File: config.mk
export PLATFORM = sky130hd
export DESIGN_NAME = json_string_unescape_utf8
export DESIGN_NICKNAME = d
export VERILOG_FILES = /design/src/rtl/core/jsu_pkg.sv /design/src/rtl/core/jsu_front.sv /design/src/rtl/core/jsu_queue.sv /design/src/rtl/core/jsu_back.sv /design/src/rtl/core/json_string_unescape_utf8.sv
export VERILOG_INCLUDE_DIRS = /design/src /design/src/rtl/core
export SDC_FILE = /design/constraint.sdc
export NUM_CORES = 1
export LEC_CHECK = 0
export ABC_AREA = 1
export BUFFER_PORTS_ARGS = -buffer_cell sky130_fd_sc_hd__buf_4
export CORE_MARGIN = 5
export CORE_UTILIZATION = 50
export DETAILED_ROUTE_END_ITERATION = 10
export GPL_TIMING_DRIVEN = 0
export PLACE_DENSITY = 0.74
export SLEW_MARGIN = 20
export SYNTH_ARGS = -nofsm -noshare
export SYNTH_HDL_FRONTEND = slang
export SYNTH_HIERARCHICAL = 1
export SYNTH_SLANG_ARGS = --single-unit
export TNS_END_PERCENT = 1
File: constraint.sdc
create_clock -name clk -period 6.3 [get_ports clk]
set_clock_uncertainty 0.1 [all_clocks]
set_input_delay 0.63 -clock clk [delete_from_list [all_inputs] [get_ports clk]]
set_output_delay 0.63 -clock clk [all_outputs]
set_load 0.02 [all_outputs]
File: src/rtl/core/json_string_unescape_utf8_assert.svh
// assertion macros for the json string unescaper
`ifndef JSON_STRING_UNESCAPE_UTF8_ASSERT_SVH
`define JSON_STRING_UNESCAPE_UTF8_ASSERT_SVH

// condition must never hold outside reset
`define JSU_ASSERT_NEVER(lbl, cond, msg) \
  lbl: assert property (@(posedge clk) disable iff (!rst_n) !(cond)) else $error(msg);

// same-cycle implication
`define JSU_ASSERT_IMPL(lbl, ante, cons, msg) \
  lbl: assert property (@(posedge clk) disable iff (!rst_n) (ante) |-> (cons)) else $error(msg);

// next-cycle implication
`define JSU_ASSERT_NEXT(lbl, ante, cons, msg) \
  lbl: assert property (@(posedge clk) disable iff (!rst_n) (ante) |=> (cons)) else $error(msg);

`endif

File: src/rtl/core/jsu_pkg.sv
// ----------------------------------------------------------------------------
// jsu_pkg
// Shared types and codes of the json string unescaper.
// ----------------------------------------------------------------------------
`default_nettype none

package jsu_pkg;

  typedef enum logic [2:0] {
    PH_IDLE,
    PH_NORMAL,
    PH_ESC,
    PH_HEX,
    PH_HEAD,
    PH_HEAD_BS,
    PH_TAIL_HEX,
    PH_UTF8
  } jsu_phase_t;

  localparam logic [1:0] KIND_BYTE  = 2'd0;
  localparam logic [1:0] KIND_CLOSE = 2'd1;
  localparam logic [1:0] KIND_ERROR = 2'd2;

  localparam logic [2:0] ERR_NONE    = 3'd0;
  localparam logic [2:0] ERR_CTRL    = 3'd1;
  localparam logic [2:0] ERR_ESCAPE  = 3'd2;
  localparam logic [2:0] ERR_UNTERM  = 3'd3;
  localparam logic [2:0] ERR_UNICODE = 3'd4;
  localparam logic [2:0] ERR_UTF8    = 3'd5;

  // results of one input byte, bytes[0] goes out first
  typedef struct packed {
    logic [3:0][7:0] bytes;
    logic [1:0]      last_idx;
    logic [1:0]      kind;
    logic [2:0]      code;
  } jsu_pkt_t;

endpackage

`default_nettype wire

File: src/rtl/core/jsu_front.sv
// ----------------------------------------------------------------------------
// jsu_front
// Accepts source bytes, tracks escape and utf-8 state, builds result packets.
// ----------------------------------------------------------------------------
`default_nettype none

module jsu_front (
  input  wire logic           clk,
  input  wire logic           rst_n,
  input  wire logic           in_valid,
  output logic                in_stall,
  input  wire logic [7:0]     in_byte,
  input  wire logic           in_start_req,
  input  wire logic           in_at_end,
  input  wire logic           q_full,
  output logic                q_push,
  output jsu_pkg::jsu_pkt_t   q_pkt
);
  import jsu_pkg::*;

  jsu_phase_t  phase_r, phase_nxt;
  logic [11:0] hex_r, hex_nxt;
  logic [1:0]  hcnt_r, hcnt_nxt;
  logic [9:0]  head_r, head_nxt;
  logic [7:0]  lead_r, lead_nxt;
  logic [15:0] hold_r, hold_nxt;
  logic [1:0]  seen_r, seen_nxt;
  logic [1:0]  need_r, need_nxt;
  logic        acc;

  function automatic logic [4:0] hex_digit(input logic [7:0] c);
    if (c >= 8'h30 && c <= 8'h39) return {1'b1, c[3:0]};
    if ((c >= 8'h41 && c <= 8'h46) || (c >= 8'h61 && c <= 8'h66))
      return {1'b1, c[3:0] + 4'd9};
    return 5'd0;
  endfunction

  // continuation bytes still due after a lead, zero for a bad lead
  function automatic logic [1:0] lead_need(input logic [7:0] b);
    if (b >= 8'hc2 && b <= 8'hdf) return 2'd1;
    if (b >= 8'he0 && b <= 8'hef) return 2'd2;
    if (b >= 8'hf0 && b <= 8'hf4) return 2'd3;
    return 2'd0;
  endfunction

  function automatic logic cont_ok(input logic [7:0] lead, input logic second,
                                   input logic [7:0] b);
    logic [7:0] lo;
    logic [7:0] hi;
    lo = 8'h80;
    hi = 8'hbf;
    if (second) begin
      if (lead == 8'he0) lo = 8'ha0;
      else if (lead == 8'hed) hi = 8'h9f;
      else if (lead == 8'hf0) lo = 8'h90;
      else if (lead == 8'hf4) hi = 8'h8f;
    end
    return b >= lo && b <= hi;
  endfunction

  function automatic jsu_pkt_t encode_cp(input logic [20:0] cp);
    jsu_pkt_t p;
    p = '0;
    if (cp < 21'h80) begin
      p.bytes[0] = cp[7:0];
      p.last_idx = 2'd0;
    end else if (cp < 21'h800) begin
      p.bytes[0] = {3'b110, cp[10:6]};
      p.bytes[1] = {2'b10, cp[5:0]};
      p.last_idx = 2'd1;
    end else if (cp < 21'h10000) begin
      p.bytes[0] = {4'b1110, cp[15:12]};
      p.bytes[1] = {2'b10, cp[11:6]};
      p.bytes[2] = {2'b10, cp[5:0]};
      p.last_idx = 2'd2;
    end else begin
      p.bytes[0] = {5'b11110, cp[20:18]};
      p.bytes[1] = {2'b10, cp[17:12]};
      p.bytes[2] = {2'b10, cp[11:6]};
      p.bytes[3] = {2'b10, cp[5:0]};
      p.last_idx = 2'd3;
    end
    return p;
  endfunction

  assign in_stall = q_full;
  assign acc      = in_valid && !q_full;

  always_comb begin
    logic [4:0]  d;
    logic [15:0] v;
    logic [20:0] cp;
    logic [1:0]  ln;
    logic        fail;
    logic [2:0]  fcode;
    phase_nxt = phase_r;
    hex_nxt   = hex_r;
    hcnt_nxt  = hcnt_r;
    head_nxt  = head_r;
    lead_nxt  = lead_r;
    hold_nxt  = hold_r;
    seen_nxt  = seen_r;
    need_nxt  = need_r;
    q_pkt     = '0;
    q_push    = 1'b0;
    fail      = 1'b0;
    fcode     = ERR_NONE;
    d         = hex_digit(in_byte);
    v         = {hex_r, d[3:0]};
    cp        = 21'h10000 + {1'b0, head_r, v[9:0]};
    ln        = lead_need(in_byte);
    if (in_start_req) begin
      phase_nxt = PH_NORMAL;
      hex_nxt   = '0;
      hcnt_nxt  = '0;
      head_nxt  = '0;
      lead_nxt  = '0;
      hold_nxt  = '0;
      seen_nxt  = '0;
      need_nxt  = '0;
    end
    if (phase_nxt != PH_IDLE) begin
      if (in_at_end) begin
        fail = 1'b1;
        unique case (phase_nxt)
          PH_HEX, PH_HEAD, PH_HEAD_BS, PH_TAIL_HEX: fcode = ERR_UNICODE;
          PH_UTF8:                                  fcode = ERR_UTF8;
          default:                                  fcode = ERR_UNTERM;
        endcase
      end else begin
        unique case (phase_nxt)
          PH_NORMAL: begin
            if (in_byte == 8'h22) begin
              phase_nxt  = PH_IDLE;
              q_push     = 1'b1;
              q_pkt.kind = KIND_CLOSE;
            end else if (in_byte < 8'h20) begin
              fail  = 1'b1;
              fcode = ERR_CTRL;
            end else if (in_byte == 8'h5c) begin
              phase_nxt = PH_ESC;
            end else if (in_byte < 8'h80) begin
              q_push         = 1'b1;
              q_pkt.bytes[0] = in_byte;
            end else if (ln == 2'd0) begin
              fail  = 1'b1;
              fcode = ERR_UTF8;
            end else begin
              lead_nxt  = in_byte;
              hold_nxt  = '0;
              seen_nxt  = '0;
              need_nxt  = ln;
              phase_nxt = PH_UTF8;
            end
          end
          PH_ESC: begin
            phase_nxt = PH_NORMAL;
            q_push    = 1'b1;
            unique case (in_byte)
              8'h22, 8'h5c, 8'h2f: q_pkt.bytes[0] = in_byte;
              8'h62:               q_pkt.bytes[0] = 8'h08;
              8'h66:               q_pkt.bytes[0] = 8'h0c;
              8'h6e:               q_pkt.bytes[0] = 8'h0a;
              8'h72:               q_pkt.bytes[0] = 8'h0d;
              8'h74:               q_pkt.bytes[0] = 8'h09;
              8'h75: begin
                q_push    = 1'b0;
                hex_nxt   = '0;
                hcnt_nxt  = '0;
                phase_nxt = PH_HEX;
              end
              default: begin
                q_push = 1'b0;
                fail   = 1'b1;
                fcode  = ERR_ESCAPE;
              end
            endcase
          end
          PH_HEX, PH_TAIL_HEX: begin
            if (!d[4]) begin
              fail  = 1'b1;
              fcode = ERR_UNICODE;
            end else if (hcnt_nxt != 2'd3) begin
              hex_nxt  = {hex_nxt[7:0], d[3:0]};
              hcnt_nxt = hcnt_nxt + 2'd1;
            end else if (phase_nxt == PH_TAIL_HEX) begin
              if (v[15:10] != 6'b110111) begin
                fail  = 1'b1;
                fcode = ERR_UNICODE;
              end else begin
                phase_nxt = PH_NORMAL;
                q_push    = 1'b1;
                q_pkt     = encode_cp(cp);
              end
            end else if (v[15:10] == 6'b110110) begin
              head_nxt  = v[9:0];
              phase_nxt = PH_HEAD;
            end else if (v[15:10] == 6'b110111) begin
              fail  = 1'b1;
              fcode = ERR_UNICODE;
            end else begin
              phase_nxt = PH_NORMAL;
              q_push    = 1'b1;
              q_pkt     = encode_cp({5'd0, v});
            end
          end
          PH_HEAD: begin
            if (in_byte == 8'h5c) begin
              phase_nxt = PH_HEAD_BS;
            end else begin
              fail  = 1'b1;
              fcode = ERR_UNICODE;
            end
          end
          PH_HEAD_BS: begin
            if (in_byte == 8'h75) begin
              hex_nxt   = '0;
              hcnt_nxt  = '0;
              phase_nxt = PH_TAIL_HEX;
            end else begin
              fail  = 1'b1;
              fcode = ERR_UNICODE;
            end
          end
          PH_UTF8: begin
            if (!cont_ok(lead_nxt, seen_nxt == 2'd0, in_byte)) begin
              fail  = 1'b1;
              fcode = ERR_UTF8;
            end else if (need_nxt == 2'd1) begin
              phase_nxt      = PH_NORMAL;
              q_push         = 1'b1;
              q_pkt.bytes[0] = lead_nxt;
              q_pkt.last_idx = seen_nxt + 2'd1;
              unique case (seen_nxt)
                2'd0: q_pkt.bytes[1] = in_byte;
                2'd1: begin
                  q_pkt.bytes[1] = hold_nxt[7:0];
                  q_pkt.bytes[2] = in_byte;
                end
                default: begin
                  q_pkt.bytes[1] = hold_nxt[15:8];
                  q_pkt.bytes[2] = hold_nxt[7:0];
                  q_pkt.bytes[3] = in_byte;
                end
              endcase
            end else begin
              hold_nxt = {hold_nxt[7:0], in_byte};
              seen_nxt = seen_nxt + 2'd1;
              need_nxt = need_nxt - 2'd1;
            end
          end
          default: phase_nxt = PH_IDLE;
        endcase
      end
      if (fail) begin
        phase_nxt  = PH_IDLE;
        q_push     = 1'b1;
        q_pkt      = '0;
        q_pkt.kind = KIND_ERROR;
        q_pkt.code = fcode;
      end
    end
    if (!acc) begin
      q_push = 1'b0;
    end
  end

  always_ff @(posedge clk) begin
    if (!rst_n) begin
      phase_r <= PH_IDLE;
    end else if (acc) begin
      phase_r <= phase_nxt;
    end
  end

  always_ff @(posedge clk) begin
    if (acc) begin
      hex_r  <= hex_nxt;
      hcnt_r <= hcnt_nxt;
      head_r <= head_nxt;
      lead_r <= lead_nxt;
      hold_r <= hold_nxt;
      seen_r <= seen_nxt;
      need_r <= need_nxt;
    end
  end

endmodule

`default_nettype wire

File: src/rtl/core/jsu_queue.sv
// ----------------------------------------------------------------------------
// jsu_queue
// Small packet fifo between the decoder and the result serializer.
// ----------------------------------------------------------------------------
`default_nettype none

module jsu_queue #(
  parameter int DEPTH = 4
) (
  input  wire logic          clk,
  input  wire logic          rst_n,
  input  wire logic          push,
  input  jsu_pkg::jsu_pkt_t  push_pkt,
  output logic               full,
  input  wire logic          pop,
  output logic               empty,
  output jsu_pkg::jsu_pkt_t  head_pkt
);
  import jsu_pkg::*;

  localparam int PW = (DEPTH > 1) ? $clog2(DEPTH) : 1;
  localparam int CW = $clog2(DEPTH + 1);

  jsu_pkt_t        mem [DEPTH];
  logic [PW-1:0]   wr_ptr_r, rd_ptr_r;
  logic [CW-1:0]   cnt_r;

  function automatic logic [PW-1:0] bump(input logic [PW-1:0] p);
    return (p == PW'(DEPTH - 1)) ? '0 : p + PW'(1);
  endfunction

  assign full     = (cnt_r == CW'(DEPTH));
  assign empty    = (cnt_r == '0);
  assign head_pkt = mem[rd_ptr_r];

  always_ff @(posedge clk) begin
    if (push) begin
      mem[wr_ptr_r] <= push_pkt;
    end
  end

  always_ff @(posedge clk) begin
    if (!rst_n) begin
      wr_ptr_r <= '0;
      rd_ptr_r <= '0;
      cnt_r    <= '0;
    end else begin
      if (push) wr_ptr_r <= bump(wr_ptr_r);
      if (pop)  rd_ptr_r <= bump(rd_ptr_r);
      if (push && !pop)      cnt_r <= cnt_r + CW'(1);
      else if (pop && !push) cnt_r <= cnt_r - CW'(1);
    end
  end

endmodule

`default_nettype wire

File: src/rtl/core/jsu_back.sv
// ----------------------------------------------------------------------------
// jsu_back
// Unpacks queued packets into single results through an output register.
// ----------------------------------------------------------------------------
`default_nettype none

module jsu_back (
  input  wire logic          clk,
  input  wire logic          rst_n,
  input  wire logic          q_empty,
  input  jsu_pkg::jsu_pkt_t  q_pkt,
  output logic               q_pop,
  output logic               out_valid,
  input  wire logic          out_stall,
  output logic [7:0]         out_byte,
  output logic [1:0]         out_kind,
  output logic [2:0]         out_error_code,
  output logic               out_last
);
  import jsu_pkg::*;

  jsu_pkt_t   cur_r;
  logic       cur_valid_r;
  logic [1:0] idx_r;
  logic       out_valid_r;
  logic [7:0] out_byte_r;
  logic [1:0] out_kind_r;
  logic [2:0] out_code_r;
  logic       out_last_r;
  logic       load_out;
  logic       cur_done;

  assign load_out = !out_valid_r || !out_stall;
  assign cur_done = cur_valid_r && load_out && (idx_r == cur_r.last_idx);
  assign q_pop    = !q_empty && (!cur_valid_r || cur_done);

  assign out_valid      = out_valid_r;
  assign out_byte       = out_byte_r;
  assign out_kind       = out_kind_r;
  assign out_error_code = out_code_r;
  assign out_last       = out_last_r;

  always_ff @(posedge clk) begin
    if (!rst_n) begin
      out_valid_r <= 1'b0;
      cur_valid_r <= 1'b0;
      idx_r       <= '0;
    end else begin
      if (load_out) out_valid_r <= cur_valid_r;
      if (q_pop) begin
        cur_valid_r <= 1'b1;
        idx_r       <= '0;
      end else if (cur_done) begin
        cur_valid_r <= 1'b0;
      end else if (cur_valid_r && load_out) begin
        idx_r <= idx_r + 2'd1;
      end
    end
  end

  always_ff @(posedge clk) begin
    if (q_pop) cur_r <= q_pkt;
    if (load_out && cur_valid_r) begin
      out_byte_r <= cur_r.bytes[idx_r];
      out_kind_r <= cur_r.kind;
      out_code_r <= cur_r.code;
      out_last_r <= (idx_r == cur_r.last_idx);
    end
  end

endmodule

`default_nettype wire

File: src/rtl/core/json_string_unescape_utf8.sv
// ----------------------------------------------------------------------------
// json_string_unescape_utf8
// JSON string body unescaper with utf-8 validation, one source byte per transfer.
//
//   channel  direction  handshake            payload
//   in_      input      in_valid/in_stall    in_byte, in_start_req, in_at_end
//   out_     output     out_valid/out_stall  out_byte, out_kind, out_error_code,
//                                            out_last
//
// a byte is decoded in the cycle it is accepted; results pass the packet queue,
// the current-packet register and the output register and leave one per cycle
// without out_stall; input takes one byte per cycle unless results fill the queue.
// in_stall rises only when the packet queue is full; out_stall holds the
// output register and backs up through the queue.
// reset is synchronous, active low, and clears the decoder phase and the queue.
// ----------------------------------------------------------------------------
`default_nettype none

`include "json_string_unescape_utf8_assert.svh"

module json_string_unescape_utf8 #(
  parameter int QUEUE_DEPTH = 4
) (
  input  wire logic        clk,
  input  wire logic        rst_n,
  input  wire logic        in_valid,
  output logic             in_stall,
  input  wire logic [7:0]  in_byte,
  input  wire logic        in_start_req,
  input  wire logic        in_at_end,
  output logic             out_valid,
  input  wire logic        out_stall,
  output logic [7:0]       out_byte,
  output logic [1:0]       out_kind,
  output logic [2:0]       out_error_code,
  output logic             out_last
);
  import jsu_pkg::*;

  logic     q_push;
  logic     q_full;
  logic     q_pop;
  logic     q_empty;
  jsu_pkt_t push_pkt;
  jsu_pkt_t head_pkt;

  jsu_front u_front (
    .clk          (clk),
    .rst_n        (rst_n),
    .in_valid     (in_valid),
    .in_stall     (in_stall),
    .in_byte      (in_byte),
    .in_start_req (in_start_req),
    .in_at_end    (in_at_end),
    .q_full       (q_full),
    .q_push       (q_push),
    .q_pkt        (push_pkt)
  );

  jsu_queue #(
    .DEPTH (QUEUE_DEPTH)
  ) u_queue (
    .clk      (clk),
    .rst_n    (rst_n),
    .push     (q_push),
    .push_pkt (push_pkt),
    .full     (q_full),
    .pop      (q_pop),
    .empty    (q_empty),
    .head_pkt (head_pkt)
  );

  jsu_back u_back (
    .clk            (clk),
    .rst_n          (rst_n),
    .q_empty        (q_empty),
    .q_pkt          (head_pkt),
    .q_pop          (q_pop),
    .out_valid      (out_valid),
    .out_stall      (out_stall),
    .out_byte       (out_byte),
    .out_kind       (out_kind),
    .out_error_code (out_error_code),
    .out_last       (out_last)
  );

  `JSU_ASSERT_NEVER(a_no_overflow, q_push && q_full, "packet queue overflow")
  `JSU_ASSERT_IMPL(a_marker_alone, out_valid && out_kind != KIND_BYTE, out_byte == 8'h00 && out_last, "marker result not single")
  `JSU_ASSERT_IMPL(a_byte_no_code, out_valid && out_kind == KIND_BYTE, out_error_code == ERR_NONE, "decoded byte carries error code")
  `JSU_ASSERT_NEXT(a_burst_gapless, out_valid && !out_stall && !out_last, out_valid, "gap inside a result burst")

endmodule

`default_nettype wire

==> flow_summary.json, run 1 <==
{
  "status": "complete, no violations",
  "die_area_sq_um": 31900,
  "worstMarginPinSlew_ns": 0.996,
  "drive_gt1_share_pct": 13.0,
  "cts_hold_buf": 0,
  "arrival_ns": 5.93,
  "synthCells": 1487,
  "antenna_left": 0,
  "relSlewSlack_pct": 33.6,
  "design_area_sq_um": 16000,
  "clk_latency_ns": 0.56,
  "crit_family": "simple AND/OR/NAND/NOR gates",
  "synth.yosys.seq_area_share_pct": 57.4,
  "cp_max_fo": 10,
  "root_buffer": "clkbuf_16",
  "drtIter0Drc": 1315,
  "numCtsBuffers": 29,
  "syn_area_sq_um": 14200,
  "design.core.area_sq_um": 27900,
  "setup_slack_ns": 0.732,
  "cp.required_ns": 6.66,
  "overflow": 0,
  "drcViolationCount": 0,
  "placed_cell_area_sq_um": 15100,
  "die_w_um": 179,
  "cts.sinks": 277,
  "synth_cell_types": 57,
  "cap_violations": 0,
  "io_pins": 30,
  "synth_fp_nets": 1523,
  "async_flop_share_pct": 0,
  "wl_per_cell_um": 20.9,
  "yosys_warnings": 6,
  "start_util_pct": 50.9,
  "finalMaxSlewViolations": 0,
  "power.density_nw_per_um2": 366,
  "syn2layout_area_growth_pct": 12.5,
  "gp_congestion": 1.02,
  "synthFlopType": "edfxtp_1",
  "criticalPathCategory": "input port to flop",
  "cts_setup_buffers": 0,
  "cp_slowest_stage_delay_ns": 0.57,
  "die_y_um": 179,
  "clk_path_buf_depth": 3,
  "diodes": 0,
  "cts_resized": 0,
  "power_leakage_nw": 6.13,
  "synth-seq-cells": 277,
  "synth_edf_count": 261,
  "rsz0062_at_grt": "no",
  "worstSetupEndpointType": "flop",
  "grt_pass1_wl_um": 62900,
  "power_mw": 5.85,
  "whs_ns": 0.263,
  "rows": 61,
  "dp_hpwl_um": 29600,
  "cp_common_cell": "nand2_1",
  "crit_path_top_delay_cell": "clkbuf_1",
  "drt-total-wl_um": 40700,
  "first_pass_iters": 6,
  "path_clk_slew_ns": 0.06,
  "cp-start-kind": "input port",
  "crit_buf_inv": 8,
  "max_freq_ghz": 0.180,
  "period_needed_ns": 5.57,
  "fin_crit_sh_pct": 88.4,
  "min_path_type": "input port to flop",
  "ir_worst_vdd_mv": 0.232,
  "nFillCells": 2429,
  "antenna_found_initial": 0,
  "io_buffers": 26,
  "nNetsFinal": 1587,
  "grt_pass1_vias": 11200,
  "vias_per_cell": 5.98,
  "cts_tree": "built",
  "track_usage_pct": 25.5,
  "htreeDepth": 1,
  "setup_viol": 0,
  "place_ws_ns": 0.415,
  "vias": 11700,
  "synth_area_per_cell_sq_um": 9.55,
  "hold_viol_final": 0,
  "grt_max_degree": 29
}
==> final timing paths <==
path                      from                        to  slack (ns)  depth (start not counted)
min                  out_stall          u_back/out_valid        0.26                          3
min reg2reg    u_back/cur_r[2]  u_back/out_error_code[2]        0.32                          0
max               in_start_req          u_queue/cnt_r[2]        0.73                         28
max reg2reg  u_front/seen_r[1]          u_queue/cnt_r[2]        1.17                         27
==> cells in the final DEF, fill, tap and decap left out, drive strengths merged, types with 2 or more instances in the layout <==
| cell type | netlist | layout |
|---|---|---|
| nand2 | 277 | 277 |
| edfxtp | 261 | 261 |
| nor2 | 198 | 198 |
| o21ai | 196 | 196 |
| inv | 133 | 137 |
| a21oi | 87 | 87 |
| nand3 | 82 | 82 |
| buf | 42 | 75 |
| clkbuf | 24 | 59 |
| o22ai | 57 | 57 |
| ha | 21 | 21 |
| dfxtp | 16 | 16 |
| nand4 | 16 | 16 |
| nor3 | 16 | 16 |
| clkinv | 5 | 16 |
| o211ai | 10 | 10 |
| o221ai | 9 | 9 |
| o31ai | 5 | 5 |
| xor2 | 4 | 4 |
| o2111ai | 4 | 4 |
| a211oi | 3 | 3 |
| a31oi | 3 | 3 |
| nand3b | 3 | 3 |
| nor4 | 3 | 3 |
| bufinv | 0 | 2 |
| a22oi | 2 | 2 |
| a22o | 2 | 2 |
| or2 | 2 | 2 |
==> cell type report <==
type	count	area, sq um	share of cell area [%]
Sequential cell	277	8160	51.0
Multi-Input combinational cell	1006	5140	32.1
Clock buffer	35	778	4.87
Inverter	138	524	3.28
Tap cell	378	473	2.96
Buffer	66	395	2.47
Timing Repair Buffer	33	365	2.29
Clock inverter	18	156	0.978
==> stage by stage <==
step	setup TNS [ns]	utilization, %	std cells
global placement	-161.84	53.3	1891
detailed placement	0	53.9	1898
CTS	0	57.2	1951
finish	0	57.2	1951
floorplan	0	-	1487
global route	0	57.2	1951
==> per-layer routing <==
layer / wire, um / track usage (%)
met1: 16100 / 34.5
met2: 19300 / 41.9
met3: 3520 / 3.50
met4: 1760 / 10.3
met5: 0 / 0
==> cell usage after synthesis, drive strengths merged, types with 2 or more instances <==
library cell	number	area share, %
o31ai	5	0.26
nor4	3	0.24
o211ai	10	0.53
a211oi	3	0.16
or2	2	0.088
nor2	198	5.7
ha	21	1.8
a22o	2	0.12
a31oi	3	0.13
clkbuf	24	0.69
a22oi	2	0.11
o21ai	196	6.9
buf	42	2.1
clkinv	5	0.16
o221ai	9	0.55
a21oi	87	3.5
xor2	4	0.25
inv	133	3.5
o22ai	57	2.5
nor3	16	0.68
nand3	82	3.1
nand4	16	0.75
nand2	277	7.8
edfxtp	261	55
nand3b	3	0.16
dfxtp	16	2.3
o2111ai	4	0.29
==> state kept, by name, indices dropped and copies added (netlist names), named ones only <==
register / flops
u_back/cur_valid_r: 1
u_front/hex_r: 12
u_back/cur_r: 39
u_back/out_valid: 1
u_queue/cnt_r: 3
u_front/hcnt_r: 2
u_back/out_byte: 8
u_queue/rd_ptr_r: 2
u_front/lead_r: 8
u_queue/mem: 156
u_front/hold_r: 16
u_back/out_last: 1
u_front/seen_r: 2
u_front/need_r: 2
u_front/phase_r: 3
u_back/idx_r: 2
u_queue/wr_ptr_r: 2
u_back/out_kind: 2
u_front/head_r: 10
u_back/out_error_code: 3
==> power by group <==
group / leakage, nW / switching, mW / internal (mW)
Combinational: 2.94 / 1.08 / 0.495
Clock: 0.463 / 0.702 / 0.963
Sequential: 2.73 / 0.153 / 2.46
==> tightest hold or removal path, delay by kind of cell <==
| family | cells | cell delay [ns] |
|---|---|---|
| buf+inv | 1 | 0.12 |
| simple gates | 1 | 0.08 |
| compound gates | 1 | 0.06 |
==> logic make-up after synthesis <==
family | Yosys count | synth area share (%)
flip-flops | 277 | 57.4
XOR/XNOR | 5 | 0.308
adder cells (fa/ha/maj) | 22 | 1.99
buffers and inverters | 204 | 6.47
AO/OA/AOI/OAI | 381 | 15.3
other | 1 | 0.0264
AND/OR/NAND/NOR | 597 | 18.5
No activity file was read; power rests on OpenSTA's default activity.
==> run 2, diff against run 1 <==
--- a/config.mk
+++ b/config.mk
@@ -10,9 +10,10 @@
 export BUFFER_PORTS_ARGS = -buffer_cell sky130_fd_sc_hd__buf_4
 export CORE_MARGIN = 5
 export CORE_UTILIZATION = 50
+export CTS_BUF_LIST = sky130_fd_sc_hd__clkbuf_8
 export DETAILED_ROUTE_END_ITERATION = 10
 export GPL_TIMING_DRIVEN = 0
-export PLACE_DENSITY = 0.74
+export PLACE_DENSITY = 0.68
 export SLEW_MARGIN = 20
 export SYNTH_ARGS = -nofsm -noshare
 export SYNTH_HDL_FRONTEND = slang
==> run 2 against run 1 <==
Against the previous run: setup slack better by 0.11 ns; via count is 1.6% lower; clock power fell by 8%.
==> flow_summary.json, run 2 (same netlist as run 1, synthesis figures left out) <==
{
  "status": "complete, no violations",
  "htreeDepth": 2,
  "rsz0062_at_grt": "no",
  "reg2reg_setup_slack_ns": 1.23,
  "rows": 61,
  "cts_hold_buf": 0,
  "path_clk_slew_ns": 0.06,
  "cts_resized": 0,
  "r2r_end": "u_queue/mem[1][18]",
  "power_frac_comb_pct": 27.2,
  "dp_hpwl_um": 28900,
  "multi_input_area_sq_um": 5140,
  "p_sw_share_pct": 33.9,
  "p_sw_mw": 1.93,
  "hold_depth": 3,
  "root_buffer": "clkbuf_8",
  "holdPathEnd": "u_queue/cnt_r[2]",
  "arrival_ns": 5.62,
  "cp.required_ns": 6.46,
  "setup_viol": 0,
  "p_clk_share_pct": 26.9,
  "top_register": "u_queue/mem",
  "drtIter0Drc": 1237,
  "cap_violations": 0,
  "io_pins": 30,
  "drcViolationCount": 0,
  "die_w_um": 179,
  "power_leakage_nw": 6.15,
  "finalMaxSlewViolations": 0,
  "final_cell_mix": "261 x edfxtp_1, 260 x nand2_1, 189 x o21ai_0",
  "design.core.area_sq_um": 27900,
  "cp-start-kind": "input port",
  "r2r_start": "u_front/seen_r[1]",
  "gp_congestion": 0.974,
  "grt_pass1_wl_um": 62500,
  "criticalPathCategory": "input port to flop",
  "reg_top3": "u_queue/mem: 156 flops, u_back/cur_r: 39 flops, u_front/hold_r: 16 flops",
  "period_needed_ns": 5.45,
  "grt_pass1_vias": 11000,
  "power_mw": 5.67,
  "drive_gt1_share_pct": 13.5,
  "vias": 11500,
  "max_freq_ghz": 0.183,
  "drt-total-wl_um": 40300,
  "antenna_left": 0,
  "place_ws_ns": 0.405,
  "antenna_found_initial": 1,
  "relSlewSlack_pct": 33.5,
  "io_buffers": 26,
  "final_common_cell": "edfxtp_1",
  "cts_setup_buffers": 0,
  "diodes": 0,
  "nNetsFinal": 1603,
  "wl_per_cell_um": 20.4,
  "intPower_mw": 3.75,
  "cp_max_fo": 23,
  "start_util_pct": 50.9,
  "first_pass_iters": 5,
  "regArea_sq_um": 8160,
  "cts_tree": "built",
  "clk_path_buf_depth": 3,
  "dp_cells": 1897,
  "fin_crit_sh_pct": 86.6,
  "whs_ns": 0.266,
  "die_y_um": 179,
  "rr_worst_depth": 21,
  "overflow": 0,
  "cts.sinks": 277,
  "largest_reg_flops": 156,
  "min_path_type": "input port to flop",
  "power.density_nw_per_um2": 357,
  "hp-start": "rst_n",
  "track_usage_pct": 25.5,
  "numCtsBuffers": 46,
  "setup_slack_ns": 0.846,
  "vias_per_cell": 5.79,
  "nFillCells": 2473,
  "ir_worst_vdd_mv": 0.228,
  "clk_latency_ns": 0.58,
  "hold_viol_final": 0,
  "worstMarginPinSlew_ns": 0.998,
  "worstSetupEndpointType": "flop",
  "stdcell_count": 1980,
  "grt_max_degree": 42,
  "power_frac_seq_pct": 45.9,
  "die_area_sq_um": 31900,
  "syn2layout_area_growth_pct": 11.9
}
-- run 2: critical path: stages --
cell,delay (ns)
buf_6,0.15
inv_2,0.16
clkbuf_1,0.55
nand2_1,0.31
ha_1,0.36
inv_1,0.09
clkbuf_1,0.45
nor3_1,0.16
ha_1,0.31
nand2_1,0.05
nor2_1,0.10
nand2_1,0.06
nand3_1,0.08
nand2_2,0.12
nor2_4,0.21
nand2_2,0.23
nand3_1,0.18
o21ai_0,0.09
nor2_1,0.44
nand2_1,0.12
inv_2,0.49
buf_16,0.24
-- run 2: worst max path at each step --
stage	start	endpoint	slack, ns	cells past startpoint
floorplan	in_valid	u_queue/mem[0][0]	1.37	6
global placement	in_valid	u_queue/mem[0][10]	-0.99	7
detailed placement	in_start_req	u_queue/mem[1][18]	0.40	22
CTS	in_start_req	u_queue/mem[1][13]	0.99	22
global route	in_start_req	u_queue/cnt_r[2]	0.58	27
finish	in_start_req	u_queue/mem[1][18]	0.85	22
-- run 2: routing by layer --
layer  part of all wire [%]  global-route usage, %
met2                     46                   40.9
met4                    4.4                   10.9
met1                     42                   34.5
met5                      0                      0
met3                    7.6                   3.94
-- run 2: cell type report --
type | instances | area share (%)
Buffer | 66 | 2.49
Sequential cell | 277 | 51.3
Timing Repair Buffer | 32 | 2.12
Inverter | 138 | 3.30
Multi-Input combinational cell | 1006 | 32.3
Tap cell | 378 | 2.97
Clock buffer | 46 | 3.98
Clock inverter | 37 | 1.53
-- run 2: per-stage QoR --
| stage | instance area (sq um) | setup TNS [ns] | util (%) |
|---|---|---|---|
| after floorplan | 14200 | 0 | - |
| after global placement | 14900 | -148.39 | 53.3 |
| after detailed placement | 15000 | 0 | 53.8 |
| after CTS | 15900 | 0 | 56.9 |
| after global routing | 15900 | 0 | 56.9 |
| final | 15900 | 0 | 56.9 |
-- run 2: power by group through the flow --
stage / clock network [mW] / registers [mW] / logic [mW]
floorplan: 0 / 2.65 / 0.972
global placement: 0 / 2.65 / 1.47
detailed placement: 0 / 2.64 / 1.53
CTS: 1.56 / 2.61 / 1.53
global route: 1.65 / 2.63 / 1.70
finish: 1.53 / 2.61 / 1.54
